[src/rtl/olmf_pkg.sv]
// ----------------------------------------------------------------------------
// olmf_pkg
// Shared types and constants for the opcode/length message framer.
// ----------------------------------------------------------------------------
package olmf_pkg;

  // Byte field masks and the good checksum value
  localparam logic [7:0] OPC_FLAG   = 8'h80;
  localparam logic [7:0] LEN_FIELD  = 8'h60;
  localparam logic [7:0] CHK_GOOD   = 8'hFF;

  // Opcode length code that defers the length to the second byte
  localparam logic [1:0] LEN_CARRIED = 2'd3;

  // Default message buffer depth
  localparam int MAX_MESSAGE_DEF = 64;

  // Widths fixed by the channel payload
  localparam int BYTE_W = 8;
  localparam int IDX_W  = 6;
  localparam int LEN_W  = 7;

  // Framer control state
  typedef enum logic {
    S_COLLECT,
    S_DRAIN
  } olmf_state_t;

endpackage

[src/rtl/olmf_if.sv]
// ----------------------------------------------------------------------------
// olmf_if
// Valid/ready channels of the framer: received bytes in, message bytes out.
// ----------------------------------------------------------------------------
interface olmf_rx_if
  import olmf_pkg::*;
();
  logic              valid;
  logic              ready;
  logic [BYTE_W-1:0] rx_byte;

  modport source (output valid, output rx_byte, input ready);
  modport sink   (input valid, input rx_byte, output ready);
endinterface

interface olmf_msg_if
  import olmf_pkg::*;
();
  logic              valid;
  logic              ready;
  logic [BYTE_W-1:0] msg_byte;
  logic [IDX_W-1:0]  byte_index;
  logic              last_of_message;

  modport source (output valid, output msg_byte, output byte_index,
                  output last_of_message, input ready);
  modport sink   (input valid, input msg_byte, input byte_index,
                  input last_of_message, output ready);
endinterface

[src/rtl/opcode_length_message_framer_unit.sv]
// ----------------------------------------------------------------------------
// opcode_length_message_framer_unit
// Rebuilds opcode/length framed messages from a byte stream, checks the XOR
// checksum and replays good messages from the message buffer.
// ----------------------------------------------------------------------------
// Usage:
//   in_ch  : one received byte per transaction. A byte with bit 7 set opens a
//            message; data bytes outside a message are dropped.
//   out_ch : one transaction per byte of a good message, opcode first, with
//            byte_index counting from 0 and last_of_message on the checksum.
// Timing:
//   The byte that completes a good n-byte message is followed by a replay of n
//   bytes read from the buffer at one byte per cycle while out_ch.ready stays
//   high; each byte passes the registered read (mem_q_r) and then the output
//   register, and in_ch is ready again once the last read has moved into the
//   output register.
//   Buffer writes happen only while collecting and reads only while
//   replaying, so the two never touch the same entry in the same cycle.
// Reset (rst_n low, synchronous): no message open, output empty; buffer
//   contents are left as they are.
// Stall: when out_ch.ready is low the output register and the pending read
//   hold; the replay simply pauses and in_ch stays not ready until it ends.
// ----------------------------------------------------------------------------
module opcode_length_message_framer_unit
  import olmf_pkg::*;
#(
  parameter int MAX_MESSAGE = MAX_MESSAGE_DEF
) (
  input  logic        clk,
  input  logic        rst_n,
  olmf_rx_if.sink     in_ch,
  olmf_msg_if.source  out_ch
);

  localparam int AW = $clog2(MAX_MESSAGE);
  localparam int CW = $clog2(MAX_MESSAGE + 1);
  localparam int LW = (CW > LEN_W) ? CW : LEN_W;
  localparam logic [CW-1:0] MAX_CNT = CW'(MAX_MESSAGE);

  // Message buffer
  logic [BYTE_W-1:0] msg_mem [MAX_MESSAGE];
  logic [BYTE_W-1:0] mem_q_r;

  // Collect state
  olmf_state_t       state_r, state_nxt;
  logic              in_msg_r, in_msg_nxt;
  logic [CW-1:0]     cnt_r, cnt_nxt;
  logic [LEN_W-1:0]  exp_r, exp_nxt;
  logic [BYTE_W-1:0] xor_r, xor_nxt;
  logic [1:0]        sel_r, sel_nxt;

  // Replay state
  logic [CW-1:0]     drain_len_r, drain_len_nxt;
  logic [CW-1:0]     rd_cnt_r, rd_cnt_nxt;
  logic              pend_r, pend_nxt;
  logic [IDX_W-1:0]  pend_idx_r;
  logic              pend_last_r;

  // Output register
  logic              out_valid_r, out_valid_nxt;
  logic [BYTE_W-1:0] out_byte_r;
  logic [IDX_W-1:0]  out_idx_r;
  logic              out_last_r;

  // Datapath terms
  logic              acc;
  logic              is_opc;
  logic              data_ok;
  logic [CW-1:0]     cnt_inc;
  logic [BYTE_W-1:0] xor_inc;
  logic [LEN_W-1:0]  exp_inc;
  logic [LW-1:0]     cnt_cmp;
  logic [LW-1:0]     exp_cmp;
  logic              wr_en;
  logic [AW-1:0]     wr_addr;
  logic              rd_en;
  logic              load_out;
  logic              rd_last;

  assign in_ch.ready = (state_r == S_COLLECT);
  assign acc         = in_ch.valid && in_ch.ready;
  assign is_opc      = (in_ch.rx_byte & OPC_FLAG) != '0;
  assign data_ok     = in_msg_r && (cnt_r < MAX_CNT);

  // Next values for a data byte
  assign cnt_inc = cnt_r + CW'(1);
  assign xor_inc = xor_r ^ in_ch.rx_byte;
  assign exp_inc = (cnt_inc == CW'(2) && sel_r == LEN_CARRIED) ?
                   in_ch.rx_byte[LEN_W-1:0] : exp_r;
  assign cnt_cmp = LW'(cnt_inc);
  assign exp_cmp = LW'(exp_inc);

  // Buffer write: opcode at entry 0, data bytes at the current count
  assign wr_en   = acc && (is_opc || data_ok);
  assign wr_addr = is_opc ? '0 : cnt_r[AW-1:0];

  // Replay read scheduling: one read may wait in mem_q_r
  assign load_out = pend_r && (!out_valid_r || out_ch.ready);
  assign rd_en    = (state_r == S_DRAIN) && (rd_cnt_r < drain_len_r) &&
                    (!pend_r || load_out);
  assign rd_last  = (rd_cnt_r + CW'(1)) == drain_len_r;

  // Collect / replay control
  always_comb begin
    state_nxt     = state_r;
    in_msg_nxt    = in_msg_r;
    cnt_nxt       = cnt_r;
    exp_nxt       = exp_r;
    xor_nxt       = xor_r;
    sel_nxt       = sel_r;
    drain_len_nxt = drain_len_r;
    rd_cnt_nxt    = rd_cnt_r;

    case (state_r)
      S_COLLECT: begin
        if (acc) begin
          if (is_opc) begin
            in_msg_nxt = 1'b1;
            cnt_nxt    = CW'(1);
            xor_nxt    = in_ch.rx_byte;
            sel_nxt    = in_ch.rx_byte[6:5];
            exp_nxt    = (in_ch.rx_byte[6:5] == LEN_CARRIED) ? '0 :
                         LEN_W'({in_ch.rx_byte[6:5], 1'b0}) + LEN_W'(2);
          end else if (in_msg_r) begin
            // Default: close the message; overwritten when it stays open
            in_msg_nxt = 1'b0;
            cnt_nxt    = '0;
            exp_nxt    = '0;
            xor_nxt    = '0;
            if (data_ok && exp_inc != '0 && cnt_cmp < exp_cmp) begin
              in_msg_nxt = 1'b1;
              cnt_nxt    = cnt_inc;
              exp_nxt    = exp_inc;
              xor_nxt    = xor_inc;
            end else if (data_ok && exp_inc != '0 && cnt_cmp == exp_cmp &&
                         xor_inc == CHK_GOOD) begin
              state_nxt     = S_DRAIN;
              drain_len_nxt = cnt_inc;
              rd_cnt_nxt    = '0;
            end
          end
        end
      end
      S_DRAIN: begin
        if (rd_en) begin
          rd_cnt_nxt = rd_cnt_r + CW'(1);
        end
        if (load_out && pend_last_r) begin
          state_nxt = S_COLLECT;
        end
      end
      default: begin
        state_nxt = S_COLLECT;
      end
    endcase
  end

  // Pending read and output register occupancy
  always_comb begin
    pend_nxt = pend_r;
    if (rd_en) begin
      pend_nxt = 1'b1;
    end else if (load_out) begin
      pend_nxt = 1'b0;
    end
    out_valid_nxt = out_valid_r;
    if (load_out) begin
      out_valid_nxt = 1'b1;
    end else if (out_ch.ready) begin
      out_valid_nxt = 1'b0;
    end
  end

  // Control registers
  always_ff @(posedge clk) begin
    if (!rst_n) begin
      state_r     <= S_COLLECT;
      in_msg_r    <= 1'b0;
      cnt_r       <= '0;
      exp_r       <= '0;
      xor_r       <= '0;
      sel_r       <= '0;
      drain_len_r <= '0;
      rd_cnt_r    <= '0;
      pend_r      <= 1'b0;
      out_valid_r <= 1'b0;
    end else begin
      state_r     <= state_nxt;
      in_msg_r    <= in_msg_nxt;
      cnt_r       <= cnt_nxt;
      exp_r       <= exp_nxt;
      xor_r       <= xor_nxt;
      sel_r       <= sel_nxt;
      drain_len_r <= drain_len_nxt;
      rd_cnt_r    <= rd_cnt_nxt;
      pend_r      <= pend_nxt;
      out_valid_r <= out_valid_nxt;
    end
  end

  // Message buffer: one write port, one registered read port
  always_ff @(posedge clk) begin
    if (wr_en) begin
      msg_mem[wr_addr] <= in_ch.rx_byte;
    end
    if (rd_en) begin
      mem_q_r <= msg_mem[rd_cnt_r[AW-1:0]];
    end
  end

  // Tags that travel with the pending read, and the output payload
  always_ff @(posedge clk) begin
    if (rd_en) begin
      pend_idx_r  <= IDX_W'(rd_cnt_r);
      pend_last_r <= rd_last;
    end
    if (load_out) begin
      out_byte_r <= mem_q_r;
      out_idx_r  <= pend_idx_r;
      out_last_r <= pend_last_r;
    end
  end

  assign out_ch.valid           = out_valid_r;
  assign out_ch.msg_byte        = out_byte_r;
  assign out_ch.byte_index      = out_idx_r;
  assign out_ch.last_of_message = out_last_r;

  // --------------------------------------------------------------------------
  // Assertions
  // --------------------------------------------------------------------------
  a_cnt_bound: assert property (@(posedge clk) disable iff (!rst_n)
    cnt_r <= MAX_CNT)
    else $error("byte count beyond buffer depth");

  a_closed_clean: assert property (@(posedge clk) disable iff (!rst_n)
    !in_msg_r |-> (cnt_r == '0 && xor_r == '0 && exp_r == '0))
    else $error("closed message left state behind");

  a_drain_good_chk: assert property (@(posedge clk) disable iff (!rst_n)
    (state_r == S_COLLECT && state_nxt == S_DRAIN) |-> (xor_inc == CHK_GOOD))
    else $error("replay started on a bad checksum");

  a_pend_in_drain: assert property (@(posedge clk) disable iff (!rst_n)
    pend_r |-> state_r == S_DRAIN)
    else $error("buffer read pending outside replay");

  a_out_from_drain: assert property (@(posedge clk) disable iff (!rst_n)
    $rose(out_valid_r) |-> $past(state_r == S_DRAIN))
    else $error("result appeared outside replay");

  a_drain_ends_last: assert property (@(posedge clk) disable iff (!rst_n)
    (state_r == S_DRAIN && state_nxt == S_COLLECT) |=> (out_valid_r && out_last_r))
    else $error("replay ended without a final byte");

endmodule
[src/flat_wrapper.sv]
// flat-port wrapper written by rule: the top's interface ports become plain ports
module opcode_length_message_framer_unit_flat import olmf_pkg::*;
#(
  parameter int MAX_MESSAGE = MAX_MESSAGE_DEF
)
  (clk, rst_n, in_ch_valid, in_ch_rx_byte, in_ch_ready, out_ch_valid, out_ch_msg_byte, out_ch_byte_index, out_ch_last_of_message, out_ch_ready);
  olmf_rx_if in_ch_i ();
  olmf_msg_if out_ch_i ();
  input  logic clk;
  input  logic rst_n;
  input wire logic [$bits(in_ch_i.valid)-1:0] in_ch_valid;
  input wire logic [$bits(in_ch_i.rx_byte)-1:0] in_ch_rx_byte;
  output wire logic [$bits(in_ch_i.ready)-1:0] in_ch_ready;
  output wire logic [$bits(out_ch_i.valid)-1:0] out_ch_valid;
  output wire logic [$bits(out_ch_i.msg_byte)-1:0] out_ch_msg_byte;
  output wire logic [$bits(out_ch_i.byte_index)-1:0] out_ch_byte_index;
  output wire logic [$bits(out_ch_i.last_of_message)-1:0] out_ch_last_of_message;
  input wire logic [$bits(out_ch_i.ready)-1:0] out_ch_ready;
  assign in_ch_i.valid = in_ch_valid;
  assign in_ch_i.rx_byte = in_ch_rx_byte;
  assign in_ch_ready = in_ch_i.ready;
  assign out_ch_valid = out_ch_i.valid;
  assign out_ch_msg_byte = out_ch_i.msg_byte;
  assign out_ch_byte_index = out_ch_i.byte_index;
  assign out_ch_last_of_message = out_ch_i.last_of_message;
  assign out_ch_i.ready = out_ch_ready;
  opcode_length_message_framer_unit #(.MAX_MESSAGE(MAX_MESSAGE)) u_core (.clk(clk), .rst_n(rst_n), .in_ch(in_ch_i), .out_ch(out_ch_i));
endmodule
[config.mk]
export PLATFORM = sky130hd
export DESIGN_NAME = opcode_length_message_framer_unit_flat
export DESIGN_NICKNAME = d
export VERILOG_FILES = /design/src/rtl/olmf_pkg.sv /design/src/rtl/olmf_if.sv /design/src/rtl/opcode_length_message_framer_unit.sv /design/src/flat_wrapper.sv
export SDC_FILE = /design/constraint.sdc
export NUM_CORES = 1
export LEC_CHECK = 0
export BUFFER_PORTS_ARGS = -buffer_cell sky130_fd_sc_hd__buf_2
export CORE_ASPECT_RATIO = 1.4
export CORE_MARGIN = 3
export CORE_UTILIZATION = 40
export DETAILED_ROUTE_END_ITERATION = 12
export GPL_TIMING_DRIVEN = 0
export PLACE_DENSITY_LB_ADDON = 0.3
export REMOVE_ABC_BUFFERS = 1
export SLEW_MARGIN = 40
export SYNTH_ARGS = -nofsm -noshare
export SYNTH_HDL_FRONTEND = slang
export SYNTH_SLANG_ARGS = --single-unit
[constraint.sdc]
create_clock -name clk -period 8.9 [get_ports clk]
set_input_delay 0 -clock clk [delete_from_list [all_inputs] [get_ports clk]]
set_output_delay 0 -clock clk [all_outputs]
set_load 0.05 [all_outputs]
==> results.py, run 1 <==
metrics = {
    "yosys": {
        "yosysTopAreaCellShare_pct": 69.5,
        "yosysUniqueCellTypes": 62,
        "synthArstFlopShare_pct": 0,
        "synth_edf_count": 542,
        "yosys_warnings": 0,
        "synth-seq-cells": 584,
        "ys_top_cells_by_area": "edfxtp_1 69%, mux4_2 16%, dfxtp_1 3.6%, nor2_1 1.4%, ha_1 0.80%",
        "synthCells": 1182,
        "avgSynthCellArea_um2": 19.8,
        "syn_area_um2": 23400,
        "ys_seq_area_share_pct": 73.1,
        "synth_top_area_cell": "edfxtp_1",
        "ys.flop_type": "edfxtp_1",
    },
    "routing": {
        "drtAntennaViolNets": 0,
        "routed_wl_um": 50200,
        "drtPass1Iterations": 5,
        "vias_per_cell": 5.60,
        "dr.first_iter.drc_count": 1006,
        "num_vias": 11300,
        "wl_per_cell_um": 25.0,
        "drc": 0,
    },
    "timing": {
        "min_period_over_period_pct": 51.0,
        "worst_pin_slew_ps": 854,
        "hold_viol_final": 0,
        "rsz0062_at_grt": "no",
        "fmaxAchievable_mhz": 220,
        "setup_viol": 0,
        "finalSetupTns_ps": 0,
        "slew_headroom_pct": 43.1,
        "drv_slew": 0,
        "clock_skew_ps": 13.3,
        "min_period_ps": 4540,
    },
    "placement": {
        "routabilityCongestion": 0.818,
        "dp.final_hpwl_um": 32000,
        "io_buffers": 28,
        "dpl-instance-area_um2": 24600,
    },
    "floorplanning": {
        "die_area_um2": 61500,
        "rows": 104,
        "io_pins": 29,
        "design.core.area_um2": 57800,
        "die_x_um": 211,
        "start_util_pct": 40.5,
        "die_y_um": 292,
    },
    "global_routing": {
        "overflow": 0,
        "grt_max_degree": 76,
        "track_usage_pct": 16.4,
        "grt_antenna_before_repair": 0,
        "grt_pass1_wl_um": 75300,
        "grt_pass1_vias": 11600,
    },
    "finish": {
        "postLayoutCellArea_um2": 26400,
        "num_antenna_cells": 0,
        "final_util_pct": 45.7,
        "drive_gt1_share_pct": 25.9,
        "syn_to_final_growth_pct": 12.6,
        "layout.nets": 1253,
    },
    "clock_network": {
        "clock_latency_ps": 580,
        "clock_sinks": 584,
        "h-tree-depth": 2,
        "cts_tree": "built",
        "path_clk_slew_ps": 70,
        "clock_tree.buffer_depth": 3,
        "cts_root_buf": "clkbuf_16",
        "cts_resized": 0,
        "numCtsBuffers": 53,
    },
    "pwr": {
        "ir_worst_vdd_mv": 0.136,
        "power.leakage_uw": 0.00790,
        "power_uw": 5350,
        "p_per_area_nw_per_um2": 203,
    },
    "worst_setup_path": {
        "crit_type": "reg2reg",
        "crit_path_start_kind": "register",
        "cp-end-kind": "register",
        "critPathSlowestCell": "dfxtp_1",
        "crit_buf_inv": 1,
        "crit_fanout": 14,
        "cp_common_cell": "ha_1",
        "cpPeakStageDelay_ps": 650,
        "crit_family": "simple AND/OR/NAND/NOR gates",
        "crit_arrival_ps": 5010,
        "cp.required_ps": 9370,
        "path_cells": "ha_1 -> and3_4 -> xor2_2 -> nor4_4 -> and2_4 -> mux2i_1 -> ha_1 -> inv_1 -> nor2_1 -> a311oi_1 -> nor4b_4 -> nor2_2 -> a21oi_1 -> o32ai_1",
    },
    "hold_path": {
        "hold_class": "in2reg",
    },
    "status": {
        "run_status": "completed",
    },
    "flow_run": {
        "maxCapViolations": 0,
    },
}
report_power, final:
part / switching (uW) / internal (uW) / total [uW]
registers: 5.38 / 3000 / 3000
logic: 74.3 / 25.6 / 99.9
clock network: 968 / 1270 / 2240
state kept, by name, summed over array words and instances (netlist names), 2 cells and up:
| signal | cells |
|---|---|
| u_core.msg_mem | 512 |
| u_core.mem_q_r | 8 |
| u_core.out_ch.msg_byte | 8 |
| u_core.xor_r | 8 |
| u_core.cnt_r | 7 |
| u_core.drain_len_r | 7 |
| u_core.exp_r | 7 |
| u_core.rd_cnt_r | 7 |
| u_core.out_ch.byte_index | 6 |
| u_core.pend_idx_r | 6 |
| u_core.sel_r | 2 |
layout by cell type (no fill, tap or decap), types with 7 or more instances in the layout:
master | synthesis | layout
a21oi_1 | 17 | 17
a31oi_1 | 10 | 10
buf_12 | 0 | 12
buf_2 | 7 | 24
buf_4 | 1 | 7
clkbuf_1 | 30 | 10
clkbuf_16 | 0 | 55
clkinv_1 | 0 | 14
clkinv_2 | 0 | 8
dfxtp_1 | 42 | 37
edfxtp_1 | 542 | 542
ha_1 | 15 | 15
inv_1 | 17 | 16
mux2i_1 | 11 | 11
mux4_2 | 168 | 168
nand2_1 | 38 | 38
nand3_1 | 26 | 26
nor2_1 | 87 | 73
nor2_2 | 1 | 15
nor2b_1 | 11 | 9
nor3_1 | 12 | 10
nor3b_1 | 10 | 10
o21ai_0 | 14 | 14
xnor2_1 | 17 | 17
timing repair:
item / CTS / global route
endpoints found under the hold margin: 28 / 32
hold buffers: 4 / 1
setup buffers: 0 / 0
through the flow:
stage          hold slack [ps]  std cells  setup WS, ps
2_1_floorplan             98.9       1121          1450
3_3_place_gp               354       1891         -1670
3_5_place_dp               364       1907          4400
4_1_cts                   25.9       2009          4350
5_1_grt                   31.1       2011          4030
6_report                  9.73       2011          4360
logic make-up after synthesis:
group                    count (synthesis)  synth area share (%)
AO/OA/AOI/OAI                           75                  2.27
XOR/XNOR                                23                 0.892
adder cells (fa/ha/maj)                 16                 0.844
buffers and inverters                   79                  1.45
flip-flops                             584                  73.1
multiplexers                           180                  16.7
AND/OR/NAND/NOR                        225                  4.82
cells in the mapped netlist (3+ instances only):
master / instances
nand3_1: 26
a21oi_1: 17
mux4_2: 168
xor2_1: 5
nor3b_1: 10
xnor2_1: 17
ha_1: 15
dfxtp_1: 42
nor2b_1: 11
a32o_1: 4
o21ai_0: 14
mux2i_1: 11
nand2b_1: 5
nor3_1: 12
or4_1: 3
clkbuf_1: 30
buf_2: 7
and3_1: 5
nor2_1: 87
o21a_1: 5
inv_1: 17
nand4_1: 4
buf_1: 19
nor4_1: 6
nand2_1: 38
or3_1: 5
a31oi_1: 10
a22o_1: 6
edfxtp_1: 542
layer usage:
metal | wire, um | GRT usage (%) | share of wire, % | up-vias
met4 | 1300 | 4.82 | 2.6 | 0
met3 | 2390 | 1.92 | 4.8 | 67
met2 | 27000 | 29.5 | 54 | 305
met1 | 19500 | 20.9 | 39 | 5945
met5 | 0 | 0 | 0 | -
li1 | - | - | - | 4938
cell type report:
type                            count  area [um^2]
Inverter                           18         67.6
Sequential cell                   584        17100
Clock buffer                       65         1410
Multi-Input combinational cell    519         6050
Timing Repair Buffer               50          502
Tap cell                          742          928
Fill cell                        4896        31400
Clock inverter                     33          292
final timing paths:
| path | startpoint | to | slack, ps | cells after the start |
|---|---|---|---|---|
| hold reg to reg | u_core.pend_idx_r[2]$_DFFE_PP_ | u_core.out_ch.byte_index[2]$_DFFE_PP_ | 420 | 0 |
| setup / recovery | u_core.cnt_r[0]$_SDFFE_PN0P_ | u_core.xor_r[5]$_SDFFE_PN0P_ | 4360 | 14 |
| hold / removal | in_ch_rx_byte[6] | u_core.msg_mem[31][6]$_DFFE_PP_ | 10 | 1 |
| setup reg to reg | u_core.cnt_r[0]$_SDFFE_PN0P_ | u_core.xor_r[5]$_SDFFE_PN0P_ | 4360 | 14 |
worst reg2reg max path, stage by stage, from the launching register on:
cell	delay, ps
dfxtp_1	650
ha_1	350
and3_4	240
xor2_2	120
nor4_4	350
and2_4	330
mux2i_1	280
ha_1	310
inv_1	110
nor2_1	60
a311oi_1	580
nor4b_4	160
nor2_2	530
a21oi_1	140
o32ai_1	260
(Power assumes the default switching activity.)
==> run 2: changes to the inputs <==
- clock period: 8.9 -> 4.1 ns (I/O delays scaled with it)
==> run 2 against run 1 <==
Effect of this change: count of clock-buffer cells in the layout unchanged; register-to-register slack worse by 4200 ps; power rose by 120%; clock skew rose by 0.88 ps; sequential share of layout area shrank 0.19 points; global-route usage hardly changed; highest routed layer unchanged.
==> results.py, run 2 (synthesis gave the netlist of run 1 again) <==
metrics = {
    "finish": {
        "postLayoutCellArea_um2": 26500,
        "syn_to_final_growth_pct": 13.0,
        "layout.nets": 1260,
        "num_antenna_cells": 0,
        "top_register": "u_core.msg_mem",
        "nFillCells": 4890,
        "final_cell_mix": "542 x edfxtp_1, 168 x mux4_2, 72 x nor2_1",
        "drive_gt1_share_pct": 27.0,
        "final_util_pct": 45.8,
        "final_common_cell": "edfxtp_1",
        "largest_register_ffs": 512,
    },
    "routing": {
        "wl_per_cell_um": 25.0,
        "drtPass1Iterations": 5,
        "num_vias": 11300,
        "dr.first_iter.drc_count": 1020,
        "routed_wl_um": 50400,
        "drtAntennaViolNets": 0,
        "vias_per_cell": 5.60,
        "drc": 0,
    },
    "hold_path": {
        "hold_class": "in2reg",
        "hp-start": "in_ch_rx_byte[6]",
    },
    "global_routing": {
        "grt_antenna_before_repair": 0,
        "grt_pass1_vias": 11600,
        "overflow": 0,
        "grt_pass1_wl_um": 75400,
        "grt_max_degree": 76,
        "track_usage_pct": 16.4,
    },
    "clock_network": {
        "clock_latency_ps": 580,
        "path_clk_slew_ps": 70,
        "clock_sinks": 584,
        "cts_root_buf": "clkbuf_16",
        "h-tree-depth": 2,
        "clock_tree.buffer_depth": 3,
        "numCtsBuffers": 53,
        "cts_tree": "built",
    },
    "worst_setup_path": {
        "critPathCapture": "u_core.exp_r[5]$_SDFFE_PN0P_",
        "cp.required_ps": 4560,
        "crit_path_start_kind": "register",
        "crit_arrival_ps": 4370,
        "cp-end-kind": "register",
        "regToRegEndpoint": "u_core.exp_r[5]$_SDFFE_PN0P_",
        "startpoint": "u_core.cnt_r[1]$_SDFFE_PN0P_",
        "crit_fanout": 12,
        "r2r_cells": 16,
        "r2r_setup_slack_ps": 190,
        "crit_type": "reg2reg",
        "r2r-start": "u_core.cnt_r[1]$_SDFFE_PN0P_",
    },
    "timing": {
        "rsz0062_at_grt": "no",
        "setup_viol": 0,
        "slew_headroom_pct": 43.3,
        "drv_slew": 0,
        "min_period_over_period_pct": 95.4,
        "hold_viol_final": 0,
        "min_period_ps": 3910,
        "clock_skew_ps": 14.2,
        "fmaxAchievable_mhz": 256,
        "finalSetupTns_ps": 0,
        "worst_pin_slew_ps": 850,
    },
    "floorplanning": {
        "die_x_um": 211,
        "die_area_um2": 61500,
        "rows": 104,
        "io_pins": 29,
        "die_y_um": 292,
        "start_util_pct": 40.5,
        "design.core.area_um2": 57800,
    },
    "placement": {
        "routabilityCongestion": 0.818,
        "dpl-instance-area_um2": 24600,
        "io_buffers": 28,
        "dp.final_hpwl_um": 32000,
    },
    "pwr": {
        "power.leakage_uw": 0.00794,
        "ir_worst_vdd_mv": 0.295,
        "p_per_area_nw_per_um2": 439,
    },
    "status": {
        "run_status": "completed",
    },
    "flow_run": {
        "maxCapViolations": 0,
    },
}
-- run 2: cell count changes in the layout (fill, tap and decap cells not counted), sizes merged --
| cell | before | now |
|---|---|---|
| buf | 45 | 52 |
-- run 2: worst min-delay path by stage --
stage / cells past startpoint / end / slack [ps]
finish: 1 / u_core.msg_mem[28][6]$_DFFE_PP_ / 10
global route: 1 / u_core.msg_mem[22][6]$_DFFE_PP_ / 30
CTS: 1 / u_core.msg_mem[22][3]$_DFFE_PP_ / 30
detailed placement: 1 / u_core.msg_mem[46][7]$_DFFE_PP_ / 360
global placement: 3 / u_core.in_msg_r$_SDFFE_PN0P_ / 350
floorplan: 0 / u_core.msg_mem[0][0]$_DFFE_PP_ / 100
-- run 2: layer usage --
| layer | wire, um | track usage (%) |
|---|---|---|
| met2 | 27100 | 29.5 |
| met5 | 0 | 0 |
| met1 | 19600 | 20.9 |
| met4 | 1370 | 4.99 |
| met3 | 2350 | 1.91 |
-- run 2: final cells by class --
type | instances | area (um^2) | share of cell area (%)
Sequential cell | 584 | 17100 | 64.7
Multi-Input combinational cell | 519 | 6080 | 23.0
Clock buffer | 65 | 1410 | 5.34
Tap cell | 742 | 928 | 3.51
Timing Repair Buffer | 57 | 554 | 2.09
Clock inverter | 33 | 292 | 1.10
Inverter | 18 | 67.6 | 0.255
-- run 2: what timing repair did --
action,4_1_cts,5_1_grt
setup endpoints to repair,38,36
hold buffers,4,1
setup buffers,2,5
resized for setup,4,8
pin swaps,1,3
endpoints found under the hold margin,28,32
-- run 2: worst max-delay path, stage by stage (launching register included) --
cell	delay, ps
dfxtp_4	410
ha_2	250
and3_4	220
xor2_2	130
nor4_4	410
and2_4	240
buf_4	210
mux2_2	380
ha_1	180
nor2b_1	110
o21ai_0	90
nand2b_1	150
nor4b_4	350
buf_4	210
nor4_4	30
buf_4	190
a32o_1	260
-- run 2: power breakdown --
group / total, uW / internal (uW) / switching (uW)
Clock: 4870 / 2770 / 2100
Combinational: 226 / 61.3 / 165
Sequential: 6520 / 6510 / 10.2
Total: 11600 / 9330 / 2280
-- run 2: per-stage QoR --
stage                     instances  power [uW]  setup slack (ps)  hold slack (ps)
after floorplan                1121        6720             -3350             98.9
after global placement         1891        6850             -6470              354
after detailed placement       1907        6860              -404              364
after CTS                      2011       11700              2.78             25.9
after global routing           2018       12000              39.9             31.1
final                          2018       11600               190             13.6
==> run 3: changes to the inputs <==
- clock period: 4.1 -> 4.07 ns (I/O delays scaled with it)
==> run 3 against run 2 <==
Effect of this change: clock power is 0.8% higher; register-to-register slack hardly changed; sequential cell count stayed put; core utilization stayed put; via count is 0.32% lower; combinational power hardly changed; cell area stayed put; clock skew hardly changed; sequential power is 0.8% higher; critical endpoint unchanged.
==> results.py, run 3 (synthesis gave the netlist of run 1 again) <==
metrics = {
    "timing": {
        "clock_skew_ps": 14.3,
        "min_period_over_period_pct": 95.7,
        "rsz0062_at_grt": "no",
        "min_period_ps": 3890,
        "hold_viol_final": 0,
        "finalSetupTns_ps": 0,
        "hold_slack_ps": 13.8,
        "setup_viol": 0,
        "drv_slew": 0,
        "slew_headroom_pct": 43.7,
        "worst_pin_slew_ps": 845,
        "fmaxAchievable_mhz": 257,
    },
    "floorplanning": {
        "die_y_um": 292,
        "die_x_um": 211,
        "rows": 104,
        "design.core.area_um2": 57800,
        "io_pins": 29,
        "start_util_pct": 40.5,
        "die_area_um2": 61500,
    },
    "worst_setup_path": {
        "path_cells": "ha_2 -> and3_4 -> xor2_2 -> nor4_4 -> and2_4 -> buf_4 -> mux2_2 -> ha_1 -> nor2b_1 -> o21ai_0 -> nand2b_1 -> nor4b_4 -> buf_4 -> nor4_4 -> buf_4 -> a32o_1",
        "crit_arrival_ps": 4360,
        "crit_buf_inv": 3,
        "cp-end-kind": "register",
        "cpPeakStageDelay_ps": 410,
        "crit_fanout": 12,
        "crit_path_start_kind": "register",
        "cp.required_ps": 4530,
        "critPathSlowestCell": "dfxtp_4",
        "crit_family": "simple AND/OR/NAND/NOR gates",
        "cp_common_cell": "buf_4",
        "crit_type": "reg2reg",
    },
    "finish": {
        "final_common_cell": "edfxtp_1",
        "final_cell_mix": "542 x edfxtp_1, 168 x mux4_2, 72 x nor2_1",
        "postLayoutCellArea_um2": 26500,
        "final_util_pct": 45.8,
        "drive_gt1_share_pct": 27.0,
        "finalNonFillerCells": 2018,
        "syn_to_final_growth_pct": 13.0,
        "top_register": "u_core.msg_mem",
        "layout.nets": 1260,
        "largest_register_ffs": 512,
        "num_antenna_cells": 0,
    },
    "global_routing": {
        "grt_pass1_wl_um": 75400,
        "track_usage_pct": 16.4,
        "grt_pass1_vias": 11600,
        "overflow": 0,
        "grt_max_degree": 76,
        "grt_antenna_before_repair": 0,
    },
    "routing": {
        "drtPass1Iterations": 5,
        "drtAntennaViolNets": 0,
        "drc": 0,
        "dr.first_iter.drc_count": 1012,
        "num_vias": 11300,
        "wl_per_cell_um": 25.0,
        "vias_per_cell": 5.58,
        "routed_wl_um": 50400,
    },
    "status": {
        "run_status": "completed",
    },
    "clock_network": {
        "numCtsBuffers": 53,
        "h-tree-depth": 2,
        "cts_tree": "built",
        "path_clk_slew_ps": 70,
        "clock_sinks": 584,
        "cts_root_buf": "clkbuf_16",
        "clock_tree.buffer_depth": 3,
        "clock_latency_ps": 580,
    },
    "flow_run": {
        "maxCapViolations": 0,
    },
    "placement": {
        "io_buffers": 28,
        "routabilityCongestion": 0.818,
        "numPlacedInstances": 1907,
        "dp.final_hpwl_um": 32000,
        "dpl-instance-area_um2": 24600,
    },
    "hold_path": {
        "hold_class": "in2reg",
    },
    "pwr": {
        "power.leakage_uw": 0.00794,
        "p_per_area_nw_per_um2": 442,
        "ir_worst_vdd_mv": 0.297,
    },
}
[run 3: metal layers]
layer / routed length [um] / global-route usage [%] / vias to the layer above
met5: 0 / 0 / -
met3: 2070 / 1.91 / 69
li1: - / - / 4946
met1: 19800 / 20.9 / 5977
met4: 1370 / 4.99 / 0
met2: 27100 / 29.5 / 268
[run 3: worst reg2reg max path, stage by stage (launching register included)]
cell	delay (ps)
dfxtp_4	410
ha_2	250
and3_4	220
xor2_2	120
nor4_4	400
and2_4	240
buf_4	210
mux2_2	380
ha_1	180
nor2b_1	110
o21ai_0	90
nand2b_1	150
nor4b_4	350
buf_4	210
nor4_4	30
buf_4	190
a32o_1	260
[run 3: area by class of cell]
type / instances / area (um^2)
clock inverters: 33 / 292
clock buffers: 65 / 1410
fillers: 4890 / 31300
well taps: 742 / 928
multi-input cells: 519 / 6080
repair buffers: 57 / 554
inverters: 18 / 67.6
flip-flops and latches: 584 / 17100
[run 3: path summary, 6_finish.rpt]
path         depth (start not counted)                           start                               endpoint  slack [ps]
max                                 16    u_core.cnt_r[1]$_SDFFE_PN0P_           u_core.exp_r[5]$_SDFFE_PN0P_         180
max reg2reg                         16    u_core.cnt_r[1]$_SDFFE_PN0P_           u_core.exp_r[5]$_SDFFE_PN0P_         180
min reg2reg                          0  u_core.pend_idx_r[2]$_DFFE_PP_  u_core.out_ch.byte_index[2]$_DFFE_PP_         420
min                                  1                in_ch_rx_byte[6]        u_core.msg_mem[28][6]$_DFFE_PP_          10
[run 3: power breakdown]
group / total, uW / switching (uW) / internal (uW)
registers: 6570 / 10.2 / 6550
logic: 228 / 166 / 61.7
clock network: 4910 / 2120 / 2790
total: 11700 / 2300 / 9400
[run 3: repair_timing]
action / CTS / global route
hold buffers: 4 / 1
cloned: 0 / 0
setup buffers: 2 / 5
pin swaps: 1 / 3
resized for setup: 5 / 7
endpoints found under the hold margin: 28 / 32
setup endpoints to repair: 38 / 36
[run 3: through the flow]
step,power [uW],setup slack (ps)
detailed placement,6910,-434
floorplan,6770,-3380
CTS,11800,14.9
global route,12000,9.88
finish,11700,175
global placement,6900,-6500
